## src/rtl/hps_pkg.sv

```systemverilog
// Package for the Hermite path sampler: payload structs, lane control types,
// fixed widths and the cubic basis function. No dependencies.
package hps_pkg;

   localparam int LANES = 3;
   localparam int N_W   = 5;    // segment sample count, up to 31
   localparam int D2_W  = 49;   // square of one 25-bit coordinate difference
   localparam int SQ_W  = 50;   // sum of three squares

   typedef struct packed {
      logic signed [23:0] waypoint_x;
      logic signed [23:0] waypoint_y;
      logic signed [23:0] waypoint_z;
      logic               final_waypoint;
   } hps_req_type;

   typedef struct packed {
      logic signed [23:0] sample_x;
      logic signed [23:0] sample_y;
      logic signed [23:0] sample_z;
      logic               final_sample;
   } hps_rsp_type;

   typedef struct packed {
      logic signed [23:0] p0;
      logic signed [23:0] p1;
      logic signed [26:0] m0;
      logic signed [26:0] m1;
   } hps_seg_type;

   typedef struct packed {
      logic signed [15:0] h00;
      logic signed [15:0] h10;
      logic signed [15:0] h01;
      logic signed [15:0] h11;
      logic        [15:0] n3;
   } hps_basis_type;

   typedef struct packed {
      logic load;
      logic start;
   } hps_lane_ctrl_type;

   function automatic logic [14:0] cube(input logic [N_W-1:0] v);
      logic [14:0] w;
      w = {10'd0, v};
      return 15'(w * w * w);
   endfunction

   function automatic logic [9:0] sqr(input logic [N_W-1:0] v);
      logic [9:0] w;
      w = {5'd0, v};
      return 10'(w * w);
   endfunction

   // Basis weights scaled by n^3 for sample k of n.
   function automatic hps_basis_type basis(input logic [N_W-1:0] k,
                                           input logic [N_W-1:0] n);
      logic signed [18:0] k3, n3, k2n, kn2;
      hps_basis_type b;
      k3  = $signed({4'd0, cube(k)});
      n3  = $signed({4'd0, cube(n)});
      k2n = $signed({4'd0, 15'({5'd0, sqr(k)} * {10'd0, n})});
      kn2 = $signed({4'd0, 15'({10'd0, k} * {5'd0, sqr(n)})});
      b.h00 = 16'(2 * k3 - 3 * k2n + n3);
      b.h10 = 16'(k3 - 2 * k2n + kn2);
      b.h01 = 16'(3 * k2n - 2 * k3);
      b.h11 = 16'(k3 - k2n);
      b.n3  = 16'(n3);
      return b;
   endfunction

endpackage

```

## src/rtl/hps_merge.sv

```systemverilog
// Merge stage: sums the lane chord squares and packs lane results into a
// sample. Depends on hps_pkg.
module hps_merge (
   input  logic [hps_pkg::D2_W-1:0]  lane_d2  [hps_pkg::LANES],
   input  logic signed [23:0]        lane_res [hps_pkg::LANES],
   input  logic                      fin,
   output logic [hps_pkg::SQ_W-1:0]  sq,
   output hps_pkg::hps_rsp_type      sample
);
   import hps_pkg::*;

   assign sq = {1'b0, lane_d2[0]} + {1'b0, lane_d2[1]} + {1'b0, lane_d2[2]};

   always_comb begin
      sample.sample_x     = lane_res[0];
      sample.sample_y     = lane_res[1];
      sample.sample_z     = lane_res[2];
      sample.final_sample = fin;
   end

endmodule

```

## config.mk

```make
export PLATFORM = sky130hd
export DESIGN_NAME = hps_merge
export DESIGN_NICKNAME = d
export VERILOG_FILES = /design/src/rtl/hps_pkg.sv /design/src/rtl/hps_merge.sv
export SDC_FILE = /design/constraint.sdc
export NUM_CORES = 1
export LEC_CHECK = 0
export ABC_AREA = 0
export BUFFER_PORTS_ARGS = -buffer_cell sky130_fd_sc_hd__buf_4
export CAP_MARGIN = 0
export CORE_AREA = 2 2 134 136
export DETAILED_ROUTE_END_ITERATION = 16
export DIE_AREA = 0 0 136 138
export GPL_ROUTABILITY_DRIVEN = 0
export GPL_TIMING_DRIVEN = 0
export SYNTH_ARGS = -nofsm -noshare
export SYNTH_HDL_FRONTEND = slang
export SYNTH_SLANG_ARGS = --single-unit
export TNS_END_PERCENT = 10
```

## constraint.sdc

```tcl
create_clock -name vclk -period 3.44
set_input_delay 0.516 -clock vclk [all_inputs]
set_output_delay 0.516 -clock vclk [all_outputs]
set_load 0.02 [all_outputs]
```

* Word-level counts from Yosys, hierarchy flattened *
Index checks and enable logic that the tools add are counted.

storage, ports and cells
  register bits after elaboration = 0
  bits of input ports = 220
  output and inout port bits = 123
  word-level logic and storage cells = 2

operators by class
  $add $sub $neg = 2

operators by type and width
  cell              number
  $add A49 B49 Y50  1
  $add A50 B49 Y50  1

* Logic depth before layout (Yosys ltp) *
  word-level depth = 2
  gate-level depth with buffers = 12
  mapped depth without buffers = 12

* Least setup slack after synthesis *
OpenSTA, ideal clock, no wires.

  path kind = input to output
  from = input port lane_d2[1] (netlist name)
  to = output port sq[41] (netlist name)
  arrival = 3.369 ns
  data required time = 2.924 ns
  path slack = -0.445 ns
  stages = 10
  buffers on the path = 0
  cell sequence = fa_1 > ha_1 > fa_1 > a211oi_1 > o21ai_0 > o2111ai_1 > nand3_1 > a31oi_1 > nor2_1 > a311oi_1

between the ends
  word-level cells in the longest chain between the ends = 1

RTL lines
  item              RTL line         RTL
  start, declared   hps_merge.sv:4   input logic [hps_pkg::D2_W-1:0] lane_d2 [hps_pkg::LANES],
  $add A50 B49 Y50  hps_merge.sv:12  assign sq = {1'b0, lane_d2[0]} + {1'b0, lane_d2[1]} + {1'b0, lane_d2[2]};
  end, declared     hps_merge.sv:7   output logic [hps_pkg::SQ_W-1:0] sq,

Every way passes these cells.

* Worst setup path in the final report *
  from = input port lane_d2[11] (netlist name)
  to = output port sq[34] (netlist name)

Same word-level chain as after synthesis.

==> summary.log <==
[power_and_ir_drop] share of total power in the clock network 0
[job] total of max-cap violations 0
[cells_and_area] fraction of layout cells with a size suffix above 1 0.549
[global_routing] global-route usage over all layers 0.172
[global_routing] initial antenna violation count 0
[cells_and_area] layout overhead on the synthesized area 68.1%
[synth] sequential-to-total area share from yosys stat 0
[synth] cell type with the highest aggregate area in the netlist sky130_fd_sc_hd__fa_1
[placement] post-detail-place hpwl 15000 µm
[critical_path] largest delay contributor family on the critical path compound AO/OA/AOI/OAI gates
[critical_path] data required time at the worst endpoint 2920 ps
[status] violated checks setup timing
[floorplanning] die outline width 136 µm
[critical_path] crit path kind primary input to output pin
[floorplanning] Std-Cell Core Area 17500 µm²
[timing] Final Hold Fails 0
[power_and_ir_drop] Net Sw Frac 0.552
[status] outcome finished, violations left
[drt] DR vias 5410
[cells_and_area] final core utilization 0.446
[drt] detail-routed via count per cell 4.88
[power_and_ir_drop] Final Total Pwr 3220 µW
[cells_and_area] number of nets in the layout 1199
[power_and_ir_drop] static leakage 0.00357 µW
[drt] number of iterations in the first detailed-routing pass 4
[timing] post-route clock period utilization 1.14
[critical_path] element type at the critical path start primary input
[critical_path] cell with the most instances on the worst path sky130_fd_sc_hd__buf_4
[critical_path] slowest library cell on the worst path sky130_fd_sc_hd__fa_2
[drt] detailed router's first-iteration violation count 236
[synth] synth warn 0
[drt] Antenna Violating Nets Remaining 0
[cells_and_area] post-route standard cell area excluding fillers 7830 µm²
[hold_path] type of the tightest min-delay check primary input to output pin
[power_and_ir_drop] Cell Pwr Density 411 nW/µm²
[drt] DRT Wirelength 17400 µm
[cells_and_area] antenna cell count 0
[critical_path] biggest cell delay along the critical path 590 ps
[cells_and_area] Sequential Area 0 µm²
[global_routing] number of global-route vias before repair 5415
[cells_and_area] final sequential cell count 0
[placement] standard cell area after detailed placement 7170 µm²
[power_and_ir_drop] Pint 1440 µW
[synth] Mapped Area 4660 µm²
[critical_path] crit path max fanout 4
[timing] Setup Total Neg Slack -8570 ps
[floorplanning] floorplan die area 18800 µm²
[power_and_ir_drop] switching power total 1780 µW
[timing] worst path setup slack after routing -477 ps
[floorplanning] DIE HEIGHT 138 µm
[critical_path] category of the worst setup path capture point output pin
[power_and_ir_drop] Comb pwr share 1.000
[power_and_ir_drop] sequential share of power 0
[timing] count of final setup violators 34
[floorplanning] number of placed I/O pins 343
[timing] max-slew violations 0
[synth] library cells used by synthesis 57
[critical_path] number of buffer and inverter instances along the worst setup path 5
[timing] worst-case headroom to the max-slew limit 0.651
[cells_and_area] number of clock-tree buffers in the layout 0
[timing] Achievable Freq 0.255 GHz
[synth] proportion of netlist area held by the largest area contributor 0.215
[floorplanning] count of standard-cell rows 49
[placement] number of I/O port buffers 270
[hold_path] worst hold start lane_res[14]
[global_routing] pin count of the biggest net entering global routing 11
[floorplanning] Starting Density 0.266
[global_routing] Remaining Overflow, GRT 0
[critical_path] CP Data Arrival Time 3400 ps
[timing] RSZ-0062 raised after global routing yes
[hold_path] worst hold path depth 2
[synth] post-synthesis average cell area 7.85 µm²
[critical_path] CP cell instances buf_6, fa_2, ha_4, buf_4, buf_4, and3_2, a221o_1, a211oi_4, buf_4, o31a_2, o21ai_0, xor2_1, buf_4
[timing] Slew @ Worst Pin 519 ps
[power_and_ir_drop] peak ir drop on the vdd network 0.209 mV
[hold_path] hold path endpoint sample[15]
[drt] residual DRC count 0
[timing] crit path time final 3920 ps
[synth] number of instances in the synthesized netlist 593
[global_routing] global-route wire length before repair 26700 µm
[cts] # hold bufs at CTS 0
[synth] synth top area cells sky130_fd_sc_hd__fa_1 (21%), sky130_fd_sc_hd__ha_1 (13%), sky130_fd_sc_hd__buf_4 (12%)
[drt] wire per inst 15.7 µm
[synth] nets in the synthesized netlist 911
[cell usage after synthesis (all sizes together), types with 2 or more instances]
| cell type | instances |
|---|---|
| nand4 | 20 |
| clkbuf | 14 |
| nor4 | 2 |
| nor2b | 2 |
| a311oi | 3 |
| a21oi | 64 |
| ha | 48 |
| fa | 50 |
| and3 | 6 |
| o21a | 9 |
| inv | 14 |
| buf | 77 |
| a221oi | 2 |
| o21bai | 11 |
| or3 | 4 |
| o211a | 2 |
| a21boi | 3 |
| xor2 | 18 |
| nand2 | 46 |
| o31ai | 2 |
| a21o | 19 |
| mux2i | 2 |
| nor3 | 14 |
| and4 | 4 |
| o211ai | 6 |
| o21ai | 32 |
| nand2b | 8 |
| or2 | 2 |
| mux2 | 2 |
| and2 | 5 |
| a31oi | 9 |
| o22ai | 2 |
| nor2 | 36 |
| xnor2 | 22 |
| o2111ai | 3 |
| nand3 | 11 |
| a211oi | 9 |
[worst max-delay path by stage]
| stage | to | start | cells past startpoint |
|---|---|---|---|
| global route | sq[47] | lane_d2[1] | 12 |
| CTS | sq[42] | lane_d2[109] | 11 |
| detailed placement | sq[45] | lane_d2[1] | 12 |
| floorplan | sq[47] | lane_d2[1] | 10 |
| finish | sq[34] | lane_d2[11] | 13 |
| global placement | sq[41] | lane_d2[1] | 12 |
[per-stage QoR]
step	cells	hold slack, ps	setup WS, ps
2_1_floorplan	593	1140	-87.5
3_3_place_gp	1092	1230	-747
3_5_place_dp	1092	1230	-699
4_1_cts	1104	1230	-527
5_1_grt	1108	1230	-562
6_report	1108	1230	-477
[power by group through the flow]
stage          logic (µW)  registers [µW]  clock network [µW]
2_1_floorplan        1820               0                   0
3_3_place_gp         2880               0                   0
3_5_place_dp         2890               0                   0
4_1_cts              3110               0                   0
5_1_grt              3470               0                   0
6_report             3220               0                   0
[placed cells by master, fill, tap and decap left out, drive strengths merged, types with 3 or more instances in the layout]
master / count
ha: 48
nand4: 20
a21boi: 3
fa: 50
xnor2: 22
a311oi: 3
a21oi: 64
nand2: 46
inv: 14
nor3: 14
o2111ai: 3
a211oi: 9
buf: 369
and3: 6
a31oi: 9
a21o: 19
clkbuf: 8
o211ai: 6
and2: 5
o21bai: 11
xor2: 18
nor2: 36
or3: 4
o21ai: 32
o21a: 9
and4: 4
nand2b: 8
nand3: 11
[per-layer routing]
layer	wire (µm)	part of all wire	GRT usage	up-vias
met5	0	0	0	-
met4	326	0.019	0.0291	0
met3	1360	0.078	0.0235	18
met2	9320	0.53	0.331	218
met1	6430	0.37	0.201	2530
li1	-	-	-	2644
[kinds of logic after synthesis]
| kind of cell | synth area share |
|---|---|
| adder cells (fa/ha/maj) | 0.344 |
| AND/OR/NAND/NOR | 0.178 |
| AO/OA/AOI/OAI | 0.248 |
| buffers and inverters | 0.146 |
| multiplexers | 0.00914 |
| XOR/XNOR | 0.0752 |
[final cells by class]
| type | count | area [µm²] |
|---|---|---|
| multi-input cells | 488 | 4590 |
| plain buffers | 84 | 627 |
| inverters | 14 | 52.6 |
| fillers | 1785 | 9710 |
| well taps | 229 | 287 |
| repair buffers | 293 | 2270 |
[timing repair]
| action | in CTS | in global routing |
|---|---|---|
| setup buffers | 16 | 7 |
| pin swaps | 27 | 34 |
| resized for setup | 72 | 53 |
| setup endpoints to repair | 40 | 40 |
Power figures use the tool's default switching activity.
