`config.mk`:
```
export PLATFORM = sky130hd
export DESIGN_NAME = hps_lane
export DESIGN_NICKNAME = d
export VERILOG_FILES = /design/src/rtl/hps_pkg.sv /design/src/rtl/hps_lane.sv
export SDC_FILE = /design/constraint.sdc
export NUM_CORES = 2
export LEC_CHECK = 0
export ABC_CLOCK_PERIOD_IN_PS = 8700
export BUFFER_PORTS_ARGS = -buffer_cell sky130_fd_sc_hd__buf_2
export CAP_MARGIN = 20
export CORE_UTILIZATION = 35
export DETAILED_ROUTE_END_ITERATION = 16
export MAX_ROUTING_LAYER = met4
export RECOVER_POWER = 100
export SETUP_SLACK_MARGIN = 0.1
export SYNTH_ARGS = -nofsm -noshare
export SYNTH_HDL_FRONTEND = slang
export SYNTH_SLANG_ARGS = --single-unit
```
`constraint.sdc`:
```
create_clock -name clock -period 8.7 [get_ports clock]
set_input_delay 1.305 -clock clock [delete_from_list [all_inputs] [get_ports clock]]
set_output_delay 1.305 -clock clock [all_outputs]
set_load 0.005 [all_outputs]
```
`src/rtl/hps_pkg.sv`:
```
// Package for the Hermite path sampler: payload structs, lane control types,
// fixed widths and the cubic basis function. No dependencies.
package hps_pkg;

   localparam int LANES = 3;
   localparam int N_W   = 5;    // segment sample count, up to 31
   localparam int D2_W  = 49;   // square of one 25-bit coordinate difference
   localparam int SQ_W  = 50;   // sum of three squares

   typedef struct packed {
      logic signed [23:0] waypoint_x;
      logic signed [23:0] waypoint_y;
      logic signed [23:0] waypoint_z;
      logic               final_waypoint;
   } hps_req_type;

   typedef struct packed {
      logic signed [23:0] sample_x;
      logic signed [23:0] sample_y;
      logic signed [23:0] sample_z;
      logic               final_sample;
   } hps_rsp_type;

   typedef struct packed {
      logic signed [23:0] p0;
      logic signed [23:0] p1;
      logic signed [26:0] m0;
      logic signed [26:0] m1;
   } hps_seg_type;

   typedef struct packed {
      logic signed [15:0] h00;
      logic signed [15:0] h10;
      logic signed [15:0] h01;
      logic signed [15:0] h11;
      logic        [15:0] n3;
   } hps_basis_type;

   typedef struct packed {
      logic load;
      logic start;
   } hps_lane_ctrl_type;

   function automatic logic [14:0] cube(input logic [N_W-1:0] v);
      logic [14:0] w;
      w = {10'd0, v};
      return 15'(w * w * w);
   endfunction

   function automatic logic [9:0] sqr(input logic [N_W-1:0] v);
      logic [9:0] w;
      w = {5'd0, v};
      return 10'(w * w);
   endfunction

   // Basis weights scaled by n^3 for sample k of n.
   function automatic hps_basis_type basis(input logic [N_W-1:0] k,
                                           input logic [N_W-1:0] n);
      logic signed [18:0] k3, n3, k2n, kn2;
      hps_basis_type b;
      k3  = $signed({4'd0, cube(k)});
      n3  = $signed({4'd0, cube(n)});
      k2n = $signed({4'd0, 15'({5'd0, sqr(k)} * {10'd0, n})});
      kn2 = $signed({4'd0, 15'({10'd0, k} * {5'd0, sqr(n)})});
      b.h00 = 16'(2 * k3 - 3 * k2n + n3);
      b.h10 = 16'(k3 - 2 * k2n + kn2);
      b.h01 = 16'(3 * k2n - 2 * k3);
      b.h11 = 16'(k3 - k2n);
      b.n3  = 16'(n3);
      return b;
   endfunction

endpackage

```
`src/rtl/hps_lane.sv`:
```
// One coordinate lane: chord-difference square, Hermite multiply-accumulate
// and restoring divide by 2n^3. Depends on hps_pkg.
module hps_lane (
   input  logic                         clock,
   input  logic                         reset,
   input  hps_pkg::hps_lane_ctrl_type   ctrl,
   input  hps_pkg::hps_seg_type         seg,
   input  hps_pkg::hps_basis_type       basis_w,
   output logic [hps_pkg::D2_W-1:0]     d2,
   output logic                         done,
   output logic signed [23:0]           res
);
   import hps_pkg::*;

   localparam logic [1:0] L_IDLE = 2'd0;
   localparam logic [1:0] L_MAC  = 2'd1;
   localparam logic [1:0] L_DIV  = 2'd2;
   localparam logic [1:0] L_FIN  = 2'd3;

   logic [1:0]          state_ff, state_in;
   logic [4:0]          step_ff, step_in;
   hps_seg_type         seg_ff;
   hps_basis_type       bas_ff;
   logic signed [45:0]  acc_ff, acc_in;
   logic [16:0]         rem_ff, rem_in;
   logic [27:0]         quo_ff, quo_in;
   logic [15:0]         dvs_ff;
   logic [D2_W-1:0]     d2_ff;
   logic                done_ff, done_in;
   logic signed [23:0]  res_ff, res_in;

   logic signed [24:0]  diff;
   logic signed [49:0]  dsq;
   logic signed [15:0]  coef;
   logic signed [26:0]  opnd;
   logic signed [42:0]  prod;
   logic signed [45:0]  dvd;
   logic [15:0]         dvs;
   logic [17:0]         trial;
   logic                ge;
   logic signed [28:0]  q;

   assign diff = $signed({seg_ff.p1[23], seg_ff.p1}) - $signed({seg_ff.p0[23], seg_ff.p0});
   assign dsq  = diff * diff;

   always_comb begin
      case (step_ff[1:0])
         2'd0:    begin coef = bas_ff.h00; opnd = {{2{seg_ff.p0[23]}}, seg_ff.p0, 1'b0}; end
         2'd1:    begin coef = bas_ff.h10; opnd = seg_ff.m0; end
         2'd2:    begin coef = bas_ff.h01; opnd = {{2{seg_ff.p1[23]}}, seg_ff.p1, 1'b0}; end
         default: begin coef = bas_ff.h11; opnd = seg_ff.m1; end
      endcase
   end
   assign prod = coef * opnd;

   // Bias by 2^27 divisors so the floor divide runs on a positive dividend.
   assign dvs = {bas_ff.n3[14:0], 1'b0};
   assign dvd = acc_ff + $signed({30'd0, bas_ff.n3}) + $signed({3'b000, dvs, 27'd0});

   assign trial = {rem_ff, quo_ff[27]};
   assign ge    = trial >= {2'b00, dvs_ff};
   assign q     = $signed({1'b0, quo_ff}) - $signed(29'h0800_0000);

   always_comb begin
      state_in = state_ff;
      step_in  = step_ff;
      acc_in   = acc_ff;
      rem_in   = rem_ff;
      quo_in   = quo_ff;
      done_in  = done_ff;
      res_in   = res_ff;
      unique case (state_ff)
         L_IDLE: begin
            if (ctrl.start) begin
               state_in = L_MAC;
               step_in  = '0;
               acc_in   = '0;
               done_in  = 1'b0;
            end
         end
         L_MAC: begin
            if (step_ff == 5'd4) begin
               rem_in   = dvd[44:28];
               quo_in   = dvd[27:0];
               step_in  = '0;
               state_in = L_DIV;
            end else begin
               acc_in  = acc_ff + {{3{prod[42]}}, prod};
               step_in = step_ff + 5'd1;
            end
         end
         L_DIV: begin
            rem_in  = ge ? 17'(trial - {2'b00, dvs_ff}) : trial[16:0];
            quo_in  = {quo_ff[26:0], ge};
            step_in = step_ff + 5'd1;
            if (step_ff == 5'd27) state_in = L_FIN;
         end
         L_FIN: begin
            if (q > 29'sd8388607)       res_in = 24'sh7FFFFF;
            else if (q < -29'sd8388608) res_in = 24'sh800000;
            else                        res_in = q[23:0];
            done_in  = 1'b1;
            state_in = L_IDLE;
         end
         default: state_in = L_IDLE;
      endcase
   end

   always_ff @(posedge clock) begin
      if (reset) begin
         state_ff <= L_IDLE;
         done_ff  <= 1'b0;
      end else begin
         state_ff <= state_in;
         done_ff  <= done_in;
      end
      step_ff <= step_in;
      acc_ff  <= acc_in;
      rem_ff  <= rem_in;
      quo_ff  <= quo_in;
      res_ff  <= res_in;
      d2_ff   <= dsq[D2_W-1:0];
      if (state_ff == L_MAC && step_ff == 5'd4) dvs_ff <= dvs;
      if (ctrl.load) seg_ff <= seg;
      if (ctrl.start) bas_ff <= basis_w;
   end

   assign d2   = d2_ff;
   assign done = done_ff;
   assign res  = res_ff;

endmodule

```
* Word-level counts from Yosys, hierarchy flattened
Cells that the tools add are included.
** Word-level totals
- Bits in registers :: 369
- Input port bits :: 186
- Output and inout bits :: 74
- Logic and storage cells :: 73
** Cells by class
- Add/subtract/negate cells :: 7
- $mul :: 2
- Order comparisons :: 3
- Eq/ne operators :: 11
- Multiplexer cells :: 20
- Reductions and logical operators :: 12
** Operators with widths (count)
- two-way mux 46 bit :: 2
- case mux 46 bit (2 select lines) :: 1
- case mux 27 bit (3 select lines) :: 1
- case mux 28 bit (2 select lines) :: 1
- multiplier 25 x 25 -> 49 bit :: 1
- case mux 16 bit (3 select lines) :: 1
- adder 46 bit :: 1
- adder 45 x 17 -> 45 bit :: 1
- adder 45 x 44 -> 45 bit :: 1
- multiplier 16 x 27 -> 43 bit :: 1
- two-way mux 17 bit :: 2
- case mux 17 bit (2 select lines) :: 1
- greater-than comparator 29 x 24 -> 1 bit (second input constant) :: 1
- < comparator 29 x 24 -> 1 bit (second input constant) :: 1
- subtractor 28 x 28 -> 29 bit (second input constant) :: 1
- two-way mux 28 bit :: 1
- subtractor 24 x 24 -> 25 bit :: 1
- two-way mux 24 bit :: 1
- greater-or-equal comparator 18 x 16 -> 1 bit :: 1
- subtractor 17 x 16 -> 17 bit :: 1
- case mux 5 bit (3 select lines) :: 1
- two-way mux 5 bit :: 2
- inequality test 2 bit (second input constant) :: 4
- case mux 2 bit (4 select lines) :: 1
- 14 further kinds :: 25

* Depth between registers and ports, before layout
- Depth after elaboration :: 6
- Gate-level depth with buffers :: 44
- Gate-level depth less buffers :: 41

* Worst setup path after synthesis
OpenSTA, ideal clock, no wires.
- Path type :: register to register
- From :: register step_ff[0]
- To :: register acc_ff[44] (data pin)
- Library setup time :: 0.254 ns
- Arrival time :: 9.384 ns
- Data required time :: 8.446 ns
- Path slack :: -0.937 ns
- Stages on the path, launching flop included :: 39
- Path buffers :: 4
- Clock period less this slack :: 9.637 ns
- Path through :: edfxtp_1 ha_1 inv_1 clkbuf_1 clkbuf_1 nor2_1 a21oi_1 clkbuf_1 nand2_1 fa_1 inv_1 fa_1 fa_1 fa_1 fa_1 inv_1 fa_1 inv_1 [3 not listed] a221o_2 a41oi_1 o21bai_1 a21o_1 a21oi_1 xnor2_1 ha_1 clkbuf_1 a21oi_1 o21ai_1 a221o_1 a21oi_1 a2bb2oi_1 nand3_1 a31oi_1 o21ai_0 xnor3_1 nor2b_1
** On the way
- Longest elaborated chain between the ends :: 6
- Elaborated cells on any way between the ends :: 9
- Classes of those cells :: add/sub (1); mul (1); eq/ne (2); mux (4); reduce/logical (1)
** RTL lines
- start, declared :: RTL line hps_lane.sv:21 : logic [4:0] step_ff, step_in;
- start signal, assigned :: RTL line hps_lane.sv:117 : step_ff <= step_in;
- equality test 2 bit (tied with other cells) :: RTL line hps_lane.sv:47 : case (step_ff[1:0])
- case mux 16 bit (3 select lines) / case mux 27 bit (3 select lines) (equally long branches) :: RTL line hps_lane.sv:47
- multiplier 16 x 27 -> 43 bit (*) :: RTL line hps_lane.sv:54 : assign prod = coef * opnd;
- adder 46 bit (*) :: RTL line hps_lane.sv:88 : acc_in = acc_ff + {{3{prod[42]}}, prod};
- two-way mux 46 bit (*) :: RTL line hps_lane.sv:82 : if (step_ff == 5'd4) begin
- case mux 46 bit (2 select lines) (*) :: RTL line hps_lane.sv:72 : unique case (state_ff)
- end signal, assigned :: RTL line hps_lane.sv:118 : acc_ff <= acc_in;
- end, declared :: RTL line hps_lane.sv:24 : logic signed [45:0] acc_ff, acc_in;
Every way passes the cells marked *; elsewhere a longest branch is shown, timed or not. The select of a mux whose other input is x is not followed.
A chain may end at the register's enable or synchronous reset.

* Worst setup path after layout
- From :: register step_ff[1]
- To :: register acc_ff[34] (data pin)
Same word-level chain as after synthesis.

==> flow_summary_export.csv <==
group,metric,value,unit
logic_synthesis,synth_common_cells,"inv_1 (1,215), fa_1 (1,022), nand2_1 (662)",
floorplanning,num_io_pins,260,
logic_synthesis,synthDistinctLibCells,88,
outcome,failed_checks,"max-capacitance violations, max-slew violations, negative setup slack",
logic_synthesis,yosysWarnings,0,
timing,relSlewSlack,-1.565,
detailed_routing,drtAntennaViolNets,0,
floorplanning,core,152400,um^2
logic_synthesis,synth_edf_count,316,
timing,rsz0062_at_grt,"true",
floorplanning,dieArea,155600,um^2
timing,min_period,9.224,ns
global_route,grt_pass1_wl,259.2,mm
placed_design,port_buffers,258,
detailed_routing,vias,42410,
finish,nets,8279,
clock_tree,h-tree-depth,2,
detailed_routing,vias_per_cell,4.832,
detailed_routing,wl,169.8,mm
timing,clock.fmax,0.1084,GHz
critical_path,endpoint_kind,"register",
logic_synthesis,yosysMostFrequentCell,"inv_1",
finish,final_layout_size_suffix_gt1_frac,0.2537,
critical_path,slowest_stage,"fa_1",
min_path,min_path_type,"reg2reg",
critical_path,rrSetupSlack,-0.52,ns
placed_design,gp_congestion,0.9915,
logic_synthesis,netlist_instances,5549,
critical_path,critPathLaunchType,"register",
placed_design,place_ws,-1.099,ns
timing,setup_slack,-0.5243,ns
global_route,track_usage,0.2235,
floorplanning,initial_utilization,0.3537,
placed_design,dpl.hpwl,141.6,mm
critical_path,crit_required,9.13,ns
clock_tree,cts_buffers,49,
clock_tree,clockBufferDepth,3,
critical_path,worst_ep_arrival_time,9.65,ns
detailed_routing,drt_iter0_markers,2521,
job,maxCapViolations,8,
floorplanning,dieWidth,394.5,um
finish,syn_to_final_growth,28.56,%
logic_synthesis,synth.avg_cell_area,9.716,um^2
critical_path,crit_start,"step_ff[1]$_DFFE_PP_",
logic_synthesis,yosysSeqAreaShare,0.1949,
global_route,grt_pass1_vias,45470,
detailed_routing,first_pass_iters,6,
critical_path,r2r_start,"step_ff[1]$_DFFE_PP_",
global_route,antenna_found_initial,10,
clock_tree,clock_latency,0.68,ns
finish,final_util,0.4546,
floorplanning,die_h,394.5,um
critical_path,slowest_delay,0.57,ns
timing,setup_viol,38,
finish,nFillCells,14550,
timing,tns,-9.630,ns
clock_tree,cts.sinks,367,
detailed_routing,avgRoutedWirePerCell,19.35,um
logic_synthesis,ys_seq_elements,367,
global_route,gr-total-overflow,0,
critical_path,r2r-end,"acc_ff[34]$_SDFFCE_PN0P_",
timing,tightest_slew,3.847,ns
logic_synthesis,syn_area,53910,um^2
logic_synthesis,syn_nets,7125,
critical_path,rr_worst_depth,42,
clock_tree,cts.clk_slew.worst_paths,0.06,ns
clock_tree,root_buffer,"clkbuf_16",
timing,fin_crit_sh,1.060,
logic_synthesis,synthArstFlopShare,0,
clock_tree,cts_tree,"built",
logic_synthesis,synth.top_cell.area_share,0.3795,
outcome,status,"finished, violations left",
detailed_routing,drc_errors,0,
logic_synthesis,synthTopCellsByArea,"fa_1 (38%), edfxtp_1 (18%), ha_1 (8.5%)",
logic_synthesis,synth_top_cell_by_area,"fa_1",
finish,stdcell_area,69310,um^2
logic_synthesis,synthFlopType,"edfxtp_1",
critical_path,cpMostUsedCell,"fa_1",
critical_path,crit_fanout,5,
critical_path,endpoint,"acc_ff[34]$_SDFFCE_PN0P_",
finish,final-seq-area,10510,um^2
finish,multi_input_area,40270,um^2
critical_path,path_class,"reg2reg",
timing,report.final.hold_viol_count,0,
floorplanning,rows,143,
placed_design,placed_area,64450,um^2
global_route,grt_max_degree,78,
timing,drv_slew,362,
timing,skew,0.03890,ns
cell usage in the layout (no fill, tap or decap), types with 21 or more instances in the layout:
cell type | Yosys | routed
a21o_1 | 107 | 107
a21oi_1 | 186 | 120
a21oi_2 | 2 | 59
and2_1 | 53 | 49
and3_1 | 25 | 24
buf_12 | 0 | 38
buf_2 | 11 | 188
buf_4 | 2 | 865
buf_6 | 1 | 80
clkbuf_1 | 146 | 92
clkbuf_16 | 0 | 49
dfxtp_1 | 51 | 51
edfxtp_1 | 316 | 316
fa_1 | 1022 | 991
fa_2 | 0 | 31
ha_1 | 368 | 335
ha_4 | 0 | 32
inv_1 | 1215 | 1163
inv_2 | 2 | 48
mux2_2 | 34 | 22
mux2i_1 | 37 | 22
nand2_1 | 662 | 631
nand2_2 | 0 | 25
nand2b_1 | 27 | 27
nand3_1 | 42 | 37
nand4_1 | 30 | 30
nor2_1 | 500 | 460
nor2_2 | 0 | 31
nor2b_1 | 28 | 27
nor3_1 | 42 | 38
o21a_1 | 24 | 21
o21ai_0 | 132 | 99
o21ai_1 | 9 | 22
o21bai_1 | 31 | 26
xnor2_1 | 139 | 127
xor2_1 | 68 | 66
worst max-delay path, delay by kind of cell, from the launching register on:
family,cells,cell delay [ns]
AOI/OAI and AO/OA,11,2.28
xor gates and xnor gates,2,0.32
adders and majority gates,9,3.74
buffers and inverters,12,1.38
DFF,1,0.44
and+or+nand+nor,8,0.83
cells by family after synthesis:
logic type / share of synthesized area
fa+ha+maj: 0.4649
xor+xnor: 0.03495
other cells: 0.00006956
compound gates: 0.07995
simple gates: 0.1139
flops: 0.1949
mux: 0.01397
buf+inv: 0.09731
per-stage QoR:
step | hold WS [ns] | std cells
6_report | 0.5171 | 8776
4_1_cts | 0.5226 | 8736
3_3_place_gp | 0.5005 | 8542
2_1_floorplan | 0.4640 | 5549
3_5_place_dp | 0.5091 | 8542
5_1_grt | 0.5636 | 8776
layer usage:
metal / wire [um] / up-vias / track usage / share of wire
met5: 0 / - / - / 0
met3: 11430 / 254 / 0.03803 / 0.067
li1: - / 19590 / - / -
met2: 84620 / 1200 / 0.3779 / 0.50
met4: 5986 / 0 / 0.07046 / 0.035
met1: 67750 / 21370 / 0.2715 / 0.40
worst min-delay path by stage:
stage | startpoint | depth (start not counted) | to
after detailed placement | done$_SDFFE_PP0P_ | 2 | done$_SDFFE_PP0P_
after global placement | done$_SDFFE_PP0P_ | 2 | done$_SDFFE_PP0P_
after global routing | done$_SDFFE_PP0P_ | 2 | done$_SDFFE_PP0P_
after floorplan | bas_ff[9]$_DFFE_PP_ | 0 | dvs_ff[10]$_DFFE_PP_
final | done$_SDFFE_PP0P_ | 2 | done$_SDFFE_PP0P_
after CTS | done$_SDFFE_PP0P_ | 2 | done$_SDFFE_PP0P_
sequential cells by signal, indices dropped and copies added (netlist names):
signal / count
seg_ff: 102
bas_ff: 80
d2: 48
acc_ff: 45
quo_ff: 28
res: 24
rem_ff: 17
dvs_ff: 15
step_ff: 5
state_ff: 2
done: 1
repair_timing:
action / CTS / global route
pin swaps: 215 / 177
setup buffers: 106 / 38
hold endpoints to repair: 0 / 0
gates cloned: 1 / 0
endpoints found under the setup margin: 52 / 57
hold buffers: 0 / 0
resized for setup: 327 / 212
area by class of cell:
cell class	instances	area share
Tap cell	2030	0.03665
Sequential cell	367	0.1516
Clock buffer	57	0.01870
Clock inverter	34	0.007185
Timing Repair Buffer	1269	0.1378
Inverter	1224	0.06690
Antenna cell	3	0.0001083
Multi-Input combinational cell	3792	0.5810
Power is left out: the tool's default activity adds up to more than one toggle a clock period on the data nets, which glitch-free logic cannot reach.
